==> src/rtl/core/wsel_pkg.sv <==
// Shared types and constants for the weekly alarm selector.
// No dependencies; every other file in rtl/core refers to this package by scoped names.
package wsel_pkg;

   // Entry count and field widths.
   localparam int ENTRIES     = 7;
   localparam int IDX_W       = 3;
   localparam int HOUR_W      = 5;
   localparam int MINUTE_W    = 6;
   localparam int SECOND_W    = 6;
   localparam int WEEKDAY_W   = 3;
   localparam int MELODY_W    = 8;
   localparam int ENTRY_W     = 22;
   localparam int TIME_W      = 11;

   // Markers for "no alarm selected".
   localparam logic [IDX_W-1:0]    NONE_INDEX  = 3'd7;
   localparam logic [HOUR_W-1:0]   NONE_HOUR   = 5'd25;
   localparam logic [MINUTE_W-1:0] NONE_MINUTE = 6'd61;
   localparam logic [MELODY_W-1:0] NONE_MELODY = 8'd0;

   // Search limits in minutes of the day.
   localparam logic [TIME_W-1:0] NONE_TIME   = 11'(25 * 60 + 61);
   localparam logic [TIME_W-1:0] DAY_MINUTES = 11'(24 * 60);

   // Alarm modes; the codes above one-shot count as off.
   localparam logic [2:0] MODE_OFF      = 3'd0;
   localparam logic [2:0] MODE_DAILY    = 3'd1;
   localparam logic [2:0] MODE_WEEKDAYS = 3'd2;
   localparam logic [2:0] MODE_WEEKENDS = 3'd3;
   localparam logic [2:0] MODE_ONESHOT  = 3'd4;

   // Commands.
   localparam logic CMD_SELECT = 1'b0;
   localparam logic CMD_CHECK  = 1'b1;

   // Weekday codes that bound the weekend tests.
   localparam logic [WEEKDAY_W-1:0] WD_SUNDAY   = 3'd1;
   localparam logic [WEEKDAY_W-1:0] WD_FRIDAY   = 3'd6;
   localparam logic [WEEKDAY_W-1:0] WD_SATURDAY = 3'd7;

   // Search record handed from cell to cell.
   typedef struct packed {
      logic                valid;
      logic [TIME_W-1:0]   cur;
      logic                we_today;
      logic                we_tom;
      logic                today_found;
      logic [TIME_W-1:0]   today_time;
      logic [IDX_W-1:0]    today_idx;
      logic [HOUR_W-1:0]   today_hour;
      logic [MINUTE_W-1:0] today_minute;
      logic [MELODY_W-1:0] today_melody;
      logic                tom_found;
      logic [TIME_W-1:0]   tom_time;
      logic [IDX_W-1:0]    tom_idx;
      logic [HOUR_W-1:0]   tom_hour;
      logic [MINUTE_W-1:0] tom_minute;
      logic [MELODY_W-1:0] tom_melody;
   } search_type;

   // Minutes of the day from hour and minute: hour * 60 as two shifts.
   function automatic logic [TIME_W-1:0] day_time(input logic [HOUR_W-1:0] hour,
                                                  input logic [MINUTE_W-1:0] minute);
      logic [TIME_W-1:0] h;
      h = TIME_W'(hour);
      return (h << 6) - (h << 2) + TIME_W'(minute);
   endfunction

endpackage

==> src/rtl/core/wsel_if.sv <==
// Channel interfaces of the weekly alarm selector: request word and response word.
// Depends on wsel_pkg for field widths.
interface wsel_req_if;
   logic                                 valid;
   logic                                 ready;
   logic                                 cmd;
   logic [wsel_pkg::HOUR_W-1:0]          now_hour;
   logic [wsel_pkg::MINUTE_W-1:0]        now_minute;
   logic [wsel_pkg::SECOND_W-1:0]        now_second;
   logic [wsel_pkg::WEEKDAY_W-1:0]       now_weekday;

   modport source (output valid, cmd, now_hour, now_minute, now_second, now_weekday,
                   input ready);
   modport sink   (input valid, cmd, now_hour, now_minute, now_second, now_weekday,
                   output ready);
endinterface

interface wsel_rsp_if;
   logic                                 valid;
   logic                                 ready;
   logic [wsel_pkg::IDX_W-1:0]           chosen_index;
   logic [wsel_pkg::HOUR_W-1:0]          chosen_hour;
   logic [wsel_pkg::MINUTE_W-1:0]        chosen_minute;
   logic [wsel_pkg::MELODY_W-1:0]        chosen_melody;
   logic                                 alarm_found;
   logic                                 main_fired;
   logic                                 hourly_fired;

   modport source (output valid, chosen_index, chosen_hour, chosen_minute, chosen_melody,
                   alarm_found, main_fired, hourly_fired, input ready);
   modport sink   (input valid, chosen_index, chosen_hour, chosen_minute, chosen_melody,
                   alarm_found, main_fired, hourly_fired, output ready);
endinterface

==> src/rtl/core/wsel_cell.sv <==
// One alarm cell: holds one entry register and its spent bit, and updates the
// search record passing through it. Depends on wsel_pkg.
module wsel_cell (
   input  logic                          clock,
   input  logic                          reset,
   input  logic [wsel_pkg::IDX_W-1:0]    cell_index,
   input  logic                          wr_en,
   input  logic [wsel_pkg::ENTRY_W-1:0]  wr_data,
   input  logic                          spent_set,
   input  wsel_pkg::search_type          rec_in,
   output wsel_pkg::search_type          rec_out,
   output logic                          is_oneshot
);

   logic [wsel_pkg::ENTRY_W-1:0]  entry_ff;
   logic                          spent_ff;
   wsel_pkg::search_type          rec_ff;
   wsel_pkg::search_type          rec_in_next;

   logic [2:0]                        mode;
   logic [wsel_pkg::HOUR_W-1:0]       hour;
   logic [wsel_pkg::MINUTE_W-1:0]     minute;
   logic [wsel_pkg::MELODY_W-1:0]     melody;
   logic [wsel_pkg::TIME_W-1:0]       t;
   logic                              q_today;
   logic                              q_tom;
   logic                              today_hit;
   logic                              tom_hit;

   // Unpack the entry.
   assign mode   = entry_ff[2:0];
   assign hour   = entry_ff[7:3];
   assign minute = entry_ff[13:8];
   assign melody = entry_ff[21:14];
   assign t      = wsel_pkg::day_time(hour, minute);
   assign is_oneshot = (mode == wsel_pkg::MODE_ONESHOT);

   // A spent one-shot counts as off; weekday and weekend modes follow the day.
   always_comb begin
      if (mode == wsel_pkg::MODE_ONESHOT) begin
         q_today = !spent_ff;
         q_tom   = !spent_ff;
      end else begin
         q_today = (mode == wsel_pkg::MODE_DAILY) ||
                   (mode == wsel_pkg::MODE_WEEKDAYS && !rec_in.we_today) ||
                   (mode == wsel_pkg::MODE_WEEKENDS && rec_in.we_today);
         q_tom   = (mode == wsel_pkg::MODE_DAILY) ||
                   (mode == wsel_pkg::MODE_WEEKDAYS && !rec_in.we_tom) ||
                   (mode == wsel_pkg::MODE_WEEKENDS && rec_in.we_tom);
      end
   end

   // Today: later than now and not later than the best so far, so the higher index
   // wins a tie. Tomorrow: strictly earliest, so the lower index wins a tie.
   assign today_hit = q_today && (t > rec_in.cur) && (t <= rec_in.today_time);
   assign tom_hit   = q_tom && (t < rec_in.tom_time);

   always_comb begin
      rec_in_next = rec_in;
      if (today_hit) begin
         rec_in_next.today_found  = 1'b1;
         rec_in_next.today_time   = t;
         rec_in_next.today_idx    = cell_index;
         rec_in_next.today_hour   = hour;
         rec_in_next.today_minute = minute;
         rec_in_next.today_melody = melody;
      end
      if (tom_hit) begin
         rec_in_next.tom_found  = 1'b1;
         rec_in_next.tom_time   = t;
         rec_in_next.tom_idx    = cell_index;
         rec_in_next.tom_hour   = hour;
         rec_in_next.tom_minute = minute;
         rec_in_next.tom_melody = melody;
      end
   end

   // Entry register and spent bit; rewriting the entry keeps the spent bit.
   always_ff @(posedge clock) begin
      if (reset) begin
         entry_ff <= '0;
         spent_ff <= 1'b0;
      end else begin
         if (wr_en) begin
            entry_ff <= wr_data;
         end
         if (spent_set) begin
            spent_ff <= 1'b1;
         end
      end
   end

   // Record stage toward the next cell.
   always_ff @(posedge clock) begin
      if (reset) begin
         rec_ff.valid <= 1'b0;
      end else begin
         rec_ff <= rec_in_next;
      end
   end

   assign rec_out = rec_ff;

endmodule

==> src/rtl/core/weekly_alarm_selector.sv <==
// Top level of the weekly alarm selector: control, held selection and the cell chain.
// Depends on wsel_pkg, wsel_if.sv (wsel_req_if, wsel_rsp_if) and wsel_cell.
//
//  Channel   Direction  Contents
//  req_if    in         cmd, now_hour, now_minute, now_second, now_weekday
//  rsp_if    out        chosen_index/hour/minute/melody, alarm_found, main_fired, hourly_fired
//  csr_*     in         write enable, register index 0..6, 22-bit entry
//
// A select response is valid once the search record has passed the seven cells, one per cycle
// from the accepting edge on, has been latched as the search result and has been loaded into
// the output register; a check word goes straight to the done state and loads it from there.
// The load waits until the previous response is taken. One word is in work at a time, yet a
// new word is taken while the previous response still waits in the output register.
// Reset is synchronous: it clears the entries, the spent bits and the held selection.
module weekly_alarm_selector (
   input  logic                             clock,
   input  logic                             reset,
   wsel_req_if.sink                         req_if,
   wsel_rsp_if.source                       rsp_if,
   input  logic                             csr_wr_en,
   input  logic [wsel_pkg::IDX_W-1:0]       csr_index,
   input  logic [wsel_pkg::ENTRY_W-1:0]     csr_wr_data
);

   typedef enum logic [2:0] {
      ST_IDLE   = 3'b001,
      ST_SEARCH = 3'b010,
      ST_DONE   = 3'b100
   } state_type;

   state_type state_ff, state_in;

   // Latched request word.
   logic                               cmd_ff;
   logic [wsel_pkg::HOUR_W-1:0]        hour_ff;
   logic [wsel_pkg::MINUTE_W-1:0]      minute_ff;
   logic [wsel_pkg::SECOND_W-1:0]      second_ff;

   // Held selection.
   logic [wsel_pkg::IDX_W-1:0]         sel_index_ff,  sel_index_in;
   logic [wsel_pkg::HOUR_W-1:0]        sel_hour_ff,   sel_hour_in;
   logic [wsel_pkg::MINUTE_W-1:0]      sel_minute_ff, sel_minute_in;
   logic [wsel_pkg::MELODY_W-1:0]      sel_melody_ff, sel_melody_in;

   // Output register.
   logic                               rsp_valid_ff;
   logic                               rsp_main_ff,   rsp_main_in;
   logic                               rsp_hourly_ff, rsp_hourly_in;

   wsel_pkg::search_type               chain [wsel_pkg::ENTRIES+1];
   wsel_pkg::search_type               launch_rec;
   wsel_pkg::search_type               res_ff;
   logic [wsel_pkg::ENTRIES:0]         oneshot_vec;
   logic [wsel_pkg::ENTRIES-1:0]       spent_set;

   logic accept;
   logic finish;
   logic main_hit;
   logic we_today;
   logic we_tom;

   assign accept       = req_if.valid && req_if.ready;
   assign req_if.ready = (state_ff == ST_IDLE);
   assign finish       = (state_ff == ST_DONE) && (!rsp_valid_ff || rsp_if.ready);

   // Launch record for a select word.
   assign we_today = (req_if.now_weekday > wsel_pkg::WD_FRIDAY) ||
                     (req_if.now_weekday < 3'(wsel_pkg::WD_SUNDAY + 3'd1));
   assign we_tom   = (req_if.now_weekday == wsel_pkg::WD_FRIDAY) ||
                     (req_if.now_weekday == wsel_pkg::WD_SATURDAY);

   always_comb begin
      launch_rec              = '0;
      launch_rec.valid        = accept && (req_if.cmd == wsel_pkg::CMD_SELECT);
      launch_rec.cur          = wsel_pkg::day_time(req_if.now_hour, req_if.now_minute);
      launch_rec.we_today     = we_today;
      launch_rec.we_tom       = we_tom;
      launch_rec.today_time   = wsel_pkg::NONE_TIME;
      launch_rec.tom_time     = wsel_pkg::DAY_MINUTES;
   end

   assign chain[0] = launch_rec;

   // Row of alarm cells.
   assign oneshot_vec[wsel_pkg::ENTRIES] = 1'b0;
   for (genvar g = 0; g < wsel_pkg::ENTRIES; g++) begin : g_cell
      wsel_cell u_cell (
         .clock      (clock),
         .reset      (reset),
         .cell_index (wsel_pkg::IDX_W'(g)),
         .wr_en      (csr_wr_en && (csr_index == wsel_pkg::IDX_W'(g))),
         .wr_data    (csr_wr_data),
         .spent_set  (spent_set[g]),
         .rec_in     (chain[g]),
         .rec_out    (chain[g+1]),
         .is_oneshot (oneshot_vec[g])
      );
   end

   // Main alarm match against the held selection.
   assign main_hit = (sel_index_ff != wsel_pkg::NONE_INDEX) &&
                     (hour_ff == sel_hour_ff) && (minute_ff == sel_minute_ff) &&
                     (second_ff == '0);

   // Mark the held one-shot entry spent when it fires.
   always_comb begin
      spent_set = '0;
      if (finish && cmd_ff == wsel_pkg::CMD_CHECK && main_hit &&
          oneshot_vec[sel_index_ff]) begin
         for (int i = 0; i < wsel_pkg::ENTRIES; i++) begin
            spent_set[i] = (sel_index_ff == wsel_pkg::IDX_W'(i));
         end
      end
   end

   // Next selection and response flags.
   always_comb begin
      sel_index_in  = sel_index_ff;
      sel_hour_in   = sel_hour_ff;
      sel_minute_in = sel_minute_ff;
      sel_melody_in = sel_melody_ff;
      rsp_main_in   = 1'b0;
      rsp_hourly_in = 1'b0;
      if (cmd_ff == wsel_pkg::CMD_SELECT) begin
         if (res_ff.today_found) begin
            sel_index_in  = res_ff.today_idx;
            sel_hour_in   = res_ff.today_hour;
            sel_minute_in = res_ff.today_minute;
            sel_melody_in = res_ff.today_melody;
         end else if (res_ff.tom_found && res_ff.tom_time < res_ff.cur) begin
            sel_index_in  = res_ff.tom_idx;
            sel_hour_in   = res_ff.tom_hour;
            sel_minute_in = res_ff.tom_minute;
            sel_melody_in = res_ff.tom_melody;
         end else begin
            sel_index_in  = wsel_pkg::NONE_INDEX;
            sel_hour_in   = wsel_pkg::NONE_HOUR;
            sel_minute_in = wsel_pkg::NONE_MINUTE;
            sel_melody_in = wsel_pkg::NONE_MELODY;
         end
      end else begin
         rsp_main_in   = main_hit;
         rsp_hourly_in = (minute_ff == '0) && (second_ff == '0);
      end
   end

   // Sequencer.
   always_comb begin
      state_in = state_ff;
      unique case (state_ff)
         ST_IDLE: begin
            if (accept) begin
               state_in = (req_if.cmd == wsel_pkg::CMD_SELECT) ? ST_SEARCH : ST_DONE;
            end
         end
         ST_SEARCH: begin
            if (chain[wsel_pkg::ENTRIES].valid) begin
               state_in = ST_DONE;
            end
         end
         ST_DONE: begin
            if (finish) begin
               state_in = ST_IDLE;
            end
         end
         default: state_in = ST_IDLE;
      endcase
   end

   always_ff @(posedge clock) begin
      if (reset) begin
         state_ff      <= ST_IDLE;
         rsp_valid_ff  <= 1'b0;
         sel_index_ff  <= wsel_pkg::NONE_INDEX;
         sel_hour_ff   <= wsel_pkg::NONE_HOUR;
         sel_minute_ff <= wsel_pkg::NONE_MINUTE;
         sel_melody_ff <= wsel_pkg::NONE_MELODY;
      end else begin
         state_ff <= state_in;
         if (finish) begin
            rsp_valid_ff  <= 1'b1;
            sel_index_ff  <= sel_index_in;
            sel_hour_ff   <= sel_hour_in;
            sel_minute_ff <= sel_minute_in;
            sel_melody_ff <= sel_melody_in;
         end else if (rsp_if.ready) begin
            rsp_valid_ff <= 1'b0;
         end
      end
   end

   // Request word, search result and response flags.
   always_ff @(posedge clock) begin
      if (accept) begin
         cmd_ff    <= req_if.cmd;
         hour_ff   <= req_if.now_hour;
         minute_ff <= req_if.now_minute;
         second_ff <= req_if.now_second;
      end
      if (chain[wsel_pkg::ENTRIES].valid) begin
         res_ff <= chain[wsel_pkg::ENTRIES];
      end
      if (finish) begin
         rsp_main_ff   <= rsp_main_in;
         rsp_hourly_ff <= rsp_hourly_in;
      end
   end

   assign rsp_if.valid         = rsp_valid_ff;
   assign rsp_if.chosen_index  = sel_index_ff;
   assign rsp_if.chosen_hour   = sel_hour_ff;
   assign rsp_if.chosen_minute = sel_minute_ff;
   assign rsp_if.chosen_melody = sel_melody_ff;
   assign rsp_if.alarm_found   = (sel_index_ff != wsel_pkg::NONE_INDEX);
   assign rsp_if.main_fired    = rsp_main_ff;
   assign rsp_if.hourly_fired  = rsp_hourly_ff;

   // The record leaves the chain only while a select word is in search.
   a_tail_in_search: assert property (@(posedge clock) disable iff (reset)
      chain[wsel_pkg::ENTRIES].valid |-> (state_ff == ST_SEARCH))
      else $error("search record left the chain outside a search");

   // At most one entry is marked spent, and only on a firing check.
   a_spent_onehot: assert property (@(posedge clock) disable iff (reset)
      (spent_set != '0) |-> ($onehot(spent_set) && rsp_main_in))
      else $error("spent marking without a single firing entry");

   // A fired main alarm always refers to a held selection.
   a_main_has_sel: assert property (@(posedge clock) disable iff (reset)
      (rsp_valid_ff && rsp_main_ff) |-> (sel_index_ff != wsel_pkg::NONE_INDEX))
      else $error("main alarm fired with no selection held");

   // The held selection only moves when a response word is loaded.
   a_sel_stable: assert property (@(posedge clock) disable iff (reset)
      !$past(finish) |-> $stable(sel_index_ff))
      else $error("selection changed without a finished word");

endmodule

==> src/flat_wrapper.sv <==
// flat-port wrapper written by rule: the top's interface ports become plain ports
module weekly_alarm_selector_flat 
  (clock, reset, csr_wr_en, csr_index, csr_wr_data, req_if_valid, req_if_cmd, req_if_now_hour, req_if_now_minute, req_if_now_second, req_if_now_weekday, req_if_ready, rsp_if_valid, rsp_if_chosen_index, rsp_if_chosen_hour, rsp_if_chosen_minute, rsp_if_chosen_melody, rsp_if_alarm_found, rsp_if_main_fired, rsp_if_hourly_fired, rsp_if_ready);
  wsel_req_if req_if_i ();
  wsel_rsp_if rsp_if_i ();
  input  logic clock;
  input  logic reset;
  input  logic csr_wr_en;
  input  logic [wsel_pkg::IDX_W-1:0] csr_index;
  input  logic [wsel_pkg::ENTRY_W-1:0] csr_wr_data;
  input wire logic [$bits(req_if_i.valid)-1:0] req_if_valid;
  input wire logic [$bits(req_if_i.cmd)-1:0] req_if_cmd;
  input wire logic [$bits(req_if_i.now_hour)-1:0] req_if_now_hour;
  input wire logic [$bits(req_if_i.now_minute)-1:0] req_if_now_minute;
  input wire logic [$bits(req_if_i.now_second)-1:0] req_if_now_second;
  input wire logic [$bits(req_if_i.now_weekday)-1:0] req_if_now_weekday;
  output wire logic [$bits(req_if_i.ready)-1:0] req_if_ready;
  output wire logic [$bits(rsp_if_i.valid)-1:0] rsp_if_valid;
  output wire logic [$bits(rsp_if_i.chosen_index)-1:0] rsp_if_chosen_index;
  output wire logic [$bits(rsp_if_i.chosen_hour)-1:0] rsp_if_chosen_hour;
  output wire logic [$bits(rsp_if_i.chosen_minute)-1:0] rsp_if_chosen_minute;
  output wire logic [$bits(rsp_if_i.chosen_melody)-1:0] rsp_if_chosen_melody;
  output wire logic [$bits(rsp_if_i.alarm_found)-1:0] rsp_if_alarm_found;
  output wire logic [$bits(rsp_if_i.main_fired)-1:0] rsp_if_main_fired;
  output wire logic [$bits(rsp_if_i.hourly_fired)-1:0] rsp_if_hourly_fired;
  input wire logic [$bits(rsp_if_i.ready)-1:0] rsp_if_ready;
  assign req_if_i.valid = req_if_valid;
  assign req_if_i.cmd = req_if_cmd;
  assign req_if_i.now_hour = req_if_now_hour;
  assign req_if_i.now_minute = req_if_now_minute;
  assign req_if_i.now_second = req_if_now_second;
  assign req_if_i.now_weekday = req_if_now_weekday;
  assign req_if_ready = req_if_i.ready;
  assign rsp_if_valid = rsp_if_i.valid;
  assign rsp_if_chosen_index = rsp_if_i.chosen_index;
  assign rsp_if_chosen_hour = rsp_if_i.chosen_hour;
  assign rsp_if_chosen_minute = rsp_if_i.chosen_minute;
  assign rsp_if_chosen_melody = rsp_if_i.chosen_melody;
  assign rsp_if_alarm_found = rsp_if_i.alarm_found;
  assign rsp_if_main_fired = rsp_if_i.main_fired;
  assign rsp_if_hourly_fired = rsp_if_i.hourly_fired;
  assign rsp_if_i.ready = rsp_if_ready;
  weekly_alarm_selector u_core (.clock(clock), .reset(reset), .req_if(req_if_i), .rsp_if(rsp_if_i), .csr_wr_en(csr_wr_en), .csr_index(csr_index), .csr_wr_data(csr_wr_data));
endmodule
==> config.mk <==
export PLATFORM = sky130hd
export DESIGN_NAME = weekly_alarm_selector_flat
export DESIGN_NICKNAME = d
export VERILOG_FILES = /design/src/rtl/core/wsel_pkg.sv /design/src/rtl/core/wsel_if.sv /design/src/rtl/core/wsel_cell.sv /design/src/rtl/core/weekly_alarm_selector.sv /design/src/flat_wrapper.sv
export SDC_FILE = /design/constraint.sdc
export NUM_CORES = 2
export LEC_CHECK = 0
export BUFFER_PORTS_ARGS = -buffer_cell sky130_fd_sc_hd__clkbuf_2
export CAP_MARGIN = 20
export CORE_MARGIN = 3
export CORE_UTILIZATION = 55
export DETAILED_ROUTE_END_ITERATION = 8
export GPL_TIMING_DRIVEN = 0
export PLACE_DENSITY = 0.8
export SLEW_MARGIN = 10
export SYNTH_ARGS = -nofsm -noshare
export SYNTH_HDL_FRONTEND = slang
export SYNTH_SLANG_ARGS = --single-unit
export TNS_END_PERCENT = 20
==> constraint.sdc <==
create_clock -name clock -period 12 [get_ports clock]
set_input_delay 1.2 -clock clock [delete_from_list [all_inputs] [get_ports clock]]
set_output_delay 1.2 -clock clock [all_outputs]
set_load 0.05 [all_outputs]
## Word level (Yosys, flattened, before mapping)

Cells that the tools add are included.

- Register bits: 836
- Output and inout port bits: 27

- Add/subtract/negate cells: 16
- Magnitude comparators: 25
- Equal/unequal tests: 51
- Mux-type cells: 46
- Bitwise logic cells: 2
- Reductions and logical operators: 127

Operator list:

| cell | count |
|---|---|
| $mux W33 | 11 |
| $add A11 B6 Y11 | 8 |
| $sub A11 B7 Y11 | 8 |
| $gt A11 B11 Y1 | 7 |
| $lt A11 B11 Y1 | 7 |
| $mux W34 | 2 |
| $logic_and A1 B1 Y1 | 67 |
| $le A11 B11 Y1 | 6 |
| $eq A3 B2 Y1 const B | 19 |
| $eq A3 B3 Y1 const B | 16 |
| $logic_or A1 B1 Y1 | 31 |
| $eq A3 B1 Y1 const B | 10 |
| $logic_not A1 Y1 | 22 |
| $mux W19 | 1 |
| $mux W3 | 6 |
| $mux W1 | 17 |
| $mux W8 | 2 |
| $logic_not A6 Y1 | 2 |
| $mux W6 | 2 |
| $le A11 B11 Y1 const B | 1 |
| $lt A11 B11 Y1 const B | 1 |
| $mux W5 | 2 |
| $pmux W3 S3 | 1 |
| $mux W7 | 1 |
| other kinds (14) | 17 |

## Depth between registers and ports, before layout

- Word-level depth: 10
- Gate-level depth with buffers: 18
- Depth with buffers taken out: 17

## Modules after synthesis

Synthesis repeated with hierarchy kept, for this count alone.

- Cells, all modules: 3119
- Area total of the unflattened synthesis: 42171.7 um^2

Modules (own cells, without submodules):

| module | instances | cells an instance | area an instance (um^2) | seq. area each (um^2) |
|---|---|---|---|---|
| wsel_cell at u_core.g_cell[0].u_cell ... | 4 | 391 | 5316.3 | 2912.8 |
| wsel_cell at u_core.g_cell[5].u_cell ... | 2 | 392 | 5353.9 | 2912.8 |
| wsel_cell at u_core.g_cell[1].u_cell | 1 | 387 | 5276.3 | 2912.8 |
| weekly_alarm_selector | 1 | 384 | 4922.2 | 3163.0 |

## Least setup slack after synthesis

OpenSTA, ideal clock, no wires.

- Kind: input to register
- Start: in reset
- End: reg u_core.state_ff[0]
- Setup time: 0.624 ns
- Arrival time: 12.084 ns
- Slack: -0.708 ns
- Cell stages on the path: 3
- Path through: clkbuf_1 -> inv_1 -> o21ai_0

RTL lines:

| element | RTL line | text |
|---|---|---|
| from (decl) | flat_wrapper.sv:7 | `input logic reset;` |
| to (signal assigned) | weekly_alarm_selector.sv:179 | `state_ff <= state_in;` |
| to (decl) | weekly_alarm_selector.sv:31 | `state_type state_ff, state_in;` |

No word-level cell between the ends.

==> metrics.md <==
| Metric | Value |
|---|---|
| Hpwl dp | 67.9 mm |
| Starting Density | 55.9% |
| Worst-path maximum fanout | 10 |
| Largest net degree at the start of global routing | 67 |
| CTS root buf | clkbuf_16 |
| PortBufs | 76 |
| GR Overflow Total | 0 |
| Final nets | roughly 3600 |
| Commonest non-fill, non-tap cell in the layout | edfxtp_1 |
| Most frequent cells in the layout | edfxtp_1, nand2_1, mux2_2, inv_1, ha_1 |
| Pwr/cell area | 152 mW/mm^2 |
| Min Hold Slack | 0.418 ns |
| Cts hold-fix bufs | 0 |
| Post-CTS Repair Setup Buffers | 0 |
| Cell count after synthesis | 3125 |
| Top FF cell, synth | edfxtp_1 |
| Post-synth ARST share | 0% |
| Die Height | 268 um |
| Synthesized area per cell | 12.1 um^2 |
| Synth top area share | 48.1% |
| Via density | between 5 and 6 |
| RSZ-0062 raised after global routing | false |
| Leakage | 16.5 nW |
| WP data required | 12.37 ns |
| Hold Vio Cnt, Final | 0 |
| Worst Path Buf+Inv | 2 |
| Max-cap violations | 0 |
| Sink Count | 800 |
| Rel. slew slack | 30.4% |
| Synth Warn # | 0 |
| Crit path DAT | 5.70 ns |
| WL/cell | 21.2 um |
| Layout cells sized above 1 | 16.8% |
| CTS Buf Count | 80 |
| Met3 Usage GRT | about 3.9% |
| Area growth syn-to-layout | 11.8% |
| Initial antenna violation count | 5 |
| Peak supply drop | 0.115 mV |
| Syn_nets | approximately 3400 |
| Synth Register Bits | 800 |
| FILL cells | 5045 |
| Status | completed |
| Yosys cell types | 66 |
| Core box area | 0.0676 mm^2 |
| Worst-Margin Slew | 1.04 ns |
| CTS tree | built |
| Sequential share of the synthesized area | 58.4% |
| Hold_sp | u_core.g_cell[6].u_cell.rec_out[72] |
| Met2 usage | around 41% |
| Vias in the first global route | 23500 |
| Setup ws final | 6.66 ns |
| Final Critical Period | 5.34 ns |
| Part of the cycle the worst path needs | 44.5% |
| WS Path Type | flop to flop |
| Critical Path Source | u_core.g_cell[4].u_cell.entry_ff[3] |
| Std cell rows | 95 |
| # IOs | 78 |
| First-pass GRT wire length | ~140 mm |
| Die width | 268 um |
| Final Routed Wirelength | 89.6 mm |
| CP Capture Type | flop |
| Pre-CTS setup slack | 6.56 ns |
| Slowest stage delay, CP | a little over 0.8 ns |
| Top cell by count, worst path | ha_1 |
| Syn Std Cell Area | 0.0378 mm^2 |
| Family with the most delay on the worst path | compound AO/OA/AOI/OAI gates |
| CTS H-tree depth | 3 |
| Most Crowded Layer GR | met2 |
| Post-synth EDFFs | 606 |
| Critical path's slowest cell | o2111ai_1 |
| GRT Total Usage | 24.9% |
| Final ANT Viol Nets | 0 |
| Worst-path clk slew | 0.06 ns |
| Clock Skew | 0.0311 ns |
| Final setup violation count | 0 |
| Clock Path Buffers | 3 |
| RD Place Congestion | between 0.9 and 1 |
| Initial drt markers | 2268 |
| DR vias | 24000 |
| Cell taking the most area after synthesis | edfxtp_1 |
| Die area | 0.0719 mm^2 |
| Post_cts resized | 0 |
| Critical path, cell by cell | inv_1 > ha_1 > o21a_1 > o21ai_1 > nand2b_1 > o41a_1 > or3_1 > xnor2_1 > ha_1 > nand4_1 > a21oi_1 > a221oi_1 > o2111ai_1 > clkbuf_1 > mux2_2 |
| Ranking of synthesized cells by area | edfxtp_1, dfxtp_1, mux2_2 |
| Routing usage on met1 | 33.1% |
| Pre-antenna DRT Iters | 7 |
| Startpoint Class | flop |
| Clock Latency Late Sink | 0.64 ns |
| Max Fclk | 187 MHz |
| Worst hold path class | flop to flop |
| # DRC | 0 |
| Max-slew violations | 0 |
| Reg2Reg Launch Point | u_core.g_cell[4].u_cell.entry_ff[3] |
## where the power goes
part | internal, W | switching [W]
registers | 0.00315 | 0.0000713
clock network | 0.00146 | 0.00105
logic | 0.000282 | 0.000426
## metrics by stage
| stage | cell area, um^2 | total power (W) | cells | utilization (%) | setup TNS, ns |
|---|---|---|---|---|---|
| detailed placement | 39600 | 0.00397 | 4090 | 58.6 | 0 |
| CTS | 42300 | 0.00646 | 4235 | 62.5 | 0 |
| global route | 42300 | 0.00665 | 4236 | 62.5 | 0 |
| floorplan | 37800 | 0.00375 | 3125 | - | 0 |
| finish | 42300 | 0.00643 | 4236 | 62.5 | 0 |
| global placement | 39300 | 0.00397 | 4074 | 58.1 | -676.13 |
## layer usage
metal  part of all wire (%)  wire length, um  vias to the layer above
met5                  0.020               18                        -
met4                    4.6             4120                        2
met3                    6.4             5770                      212
met2                     47            41700                      913
met1                     42            38000                    11300
li1                       -                -                    11600
## cell type report
class / count / area [um^2] / area share (%)
diodes: 1 / 2.50 / 0.00592
plain buffers: 110 / 455 / 1.08
clock buffers: 104 / 2200 / 5.22
clock inverters: 41 / 447 / 1.06
inverters: 282 / 1060 / 2.51
multi-input cells: 1933 / 14200 / 33.6
flip-flops and latches: 800 / 22100 / 52.3
well taps: 873 / 1090 / 2.58
repair buffers: 92 / 716 / 1.69
## state kept, by name, indices dropped and copies added, names as in the netlist
name and cells:
u_core.minute_ff 6, u_core.rsp_if.chosen_minute 6, u_core.hour_ff 5, u_core.rsp_if.chosen_index 3, u_core.second_ff 6, u_core.state_ff 3, u_core.g_cell.u_cell.rec_out 527, u_core.g_cell.u_cell.entry_ff 154
u_core.g_cell.u_cell.spent_ff 7, u_core.rsp_if.main_fired 1, u_core.rsp_if.chosen_melody 8, u_core.rsp_if.chosen_hour 5, u_core.rsp_if.valid 1, u_core.res_ff 66, u_core.rsp_if.hourly_fired 1, u_core.cmd_ff 1
## final timing paths
kind / end / slack, ns / cells after the start
worst max-delay path: u_core.g_cell[4].u_cell.rec_out[60] / 6.66 / 15
worst max register to register: u_core.g_cell[4].u_cell.rec_out[60] / 6.66 / 15
worst min register to register: u_core.res_ff[72] / 0.42 / 0
worst min-delay path: u_core.res_ff[72] / 0.42 / 0
## kinds of logic (layout without fill, tap and decap cells)
| group | Yosys count | after routing | synth area share (%) |
|---|---|---|---|
| compound gates | 477 | 477 | 7.80 |
| xor+xnor | 77 | 77 | 1.78 |
| fa+ha+maj | 252 | 252 | 8.34 |
| buf+inv | 392 | 629 | 4.01 |
| flops | 800 | 800 | 58.4 |
| mux | 316 | 316 | 9.38 |
| other cells | 0 | 1 | 0 |
| simple gates | 811 | 811 | 10.3 |
## worst reg2reg max path: stages, from the launching register on
cell       delay, ns
dfxtp_1         0.40
inv_1           0.06
ha_1            0.39
o21a_1          0.24
o21ai_1         0.12
nand2b_1        0.11
o41a_1          0.37
or3_1           0.36
xnor2_1         0.53
ha_1            0.24
nand4_1         0.16
a21oi_1         0.16
a221oi_1        0.12
o2111ai_1       0.82
clkbuf_1        0.57
mux2_2          0.42
## cell usage after synthesis (23+ instances only)
cell,instances
inv_1,282
edfxtp_1,606
a211oi_1,31
xnor2_1,53
xor2_1,24
a21oi_1,218
ha_1,252
mux2_2,299
nand3_1,33
nor3b_1,25
nand4_1,35
and2_1,42
nor3_1,35
o21ai_0,68
nor2b_1,50
o21a_1,23
a21o_1,50
nand2b_1,37
dfxtp_1,194
nand2_1,384
clkbuf_1,85
nor2_1,98
Note: power is estimated with default switching activity, not from simulation.
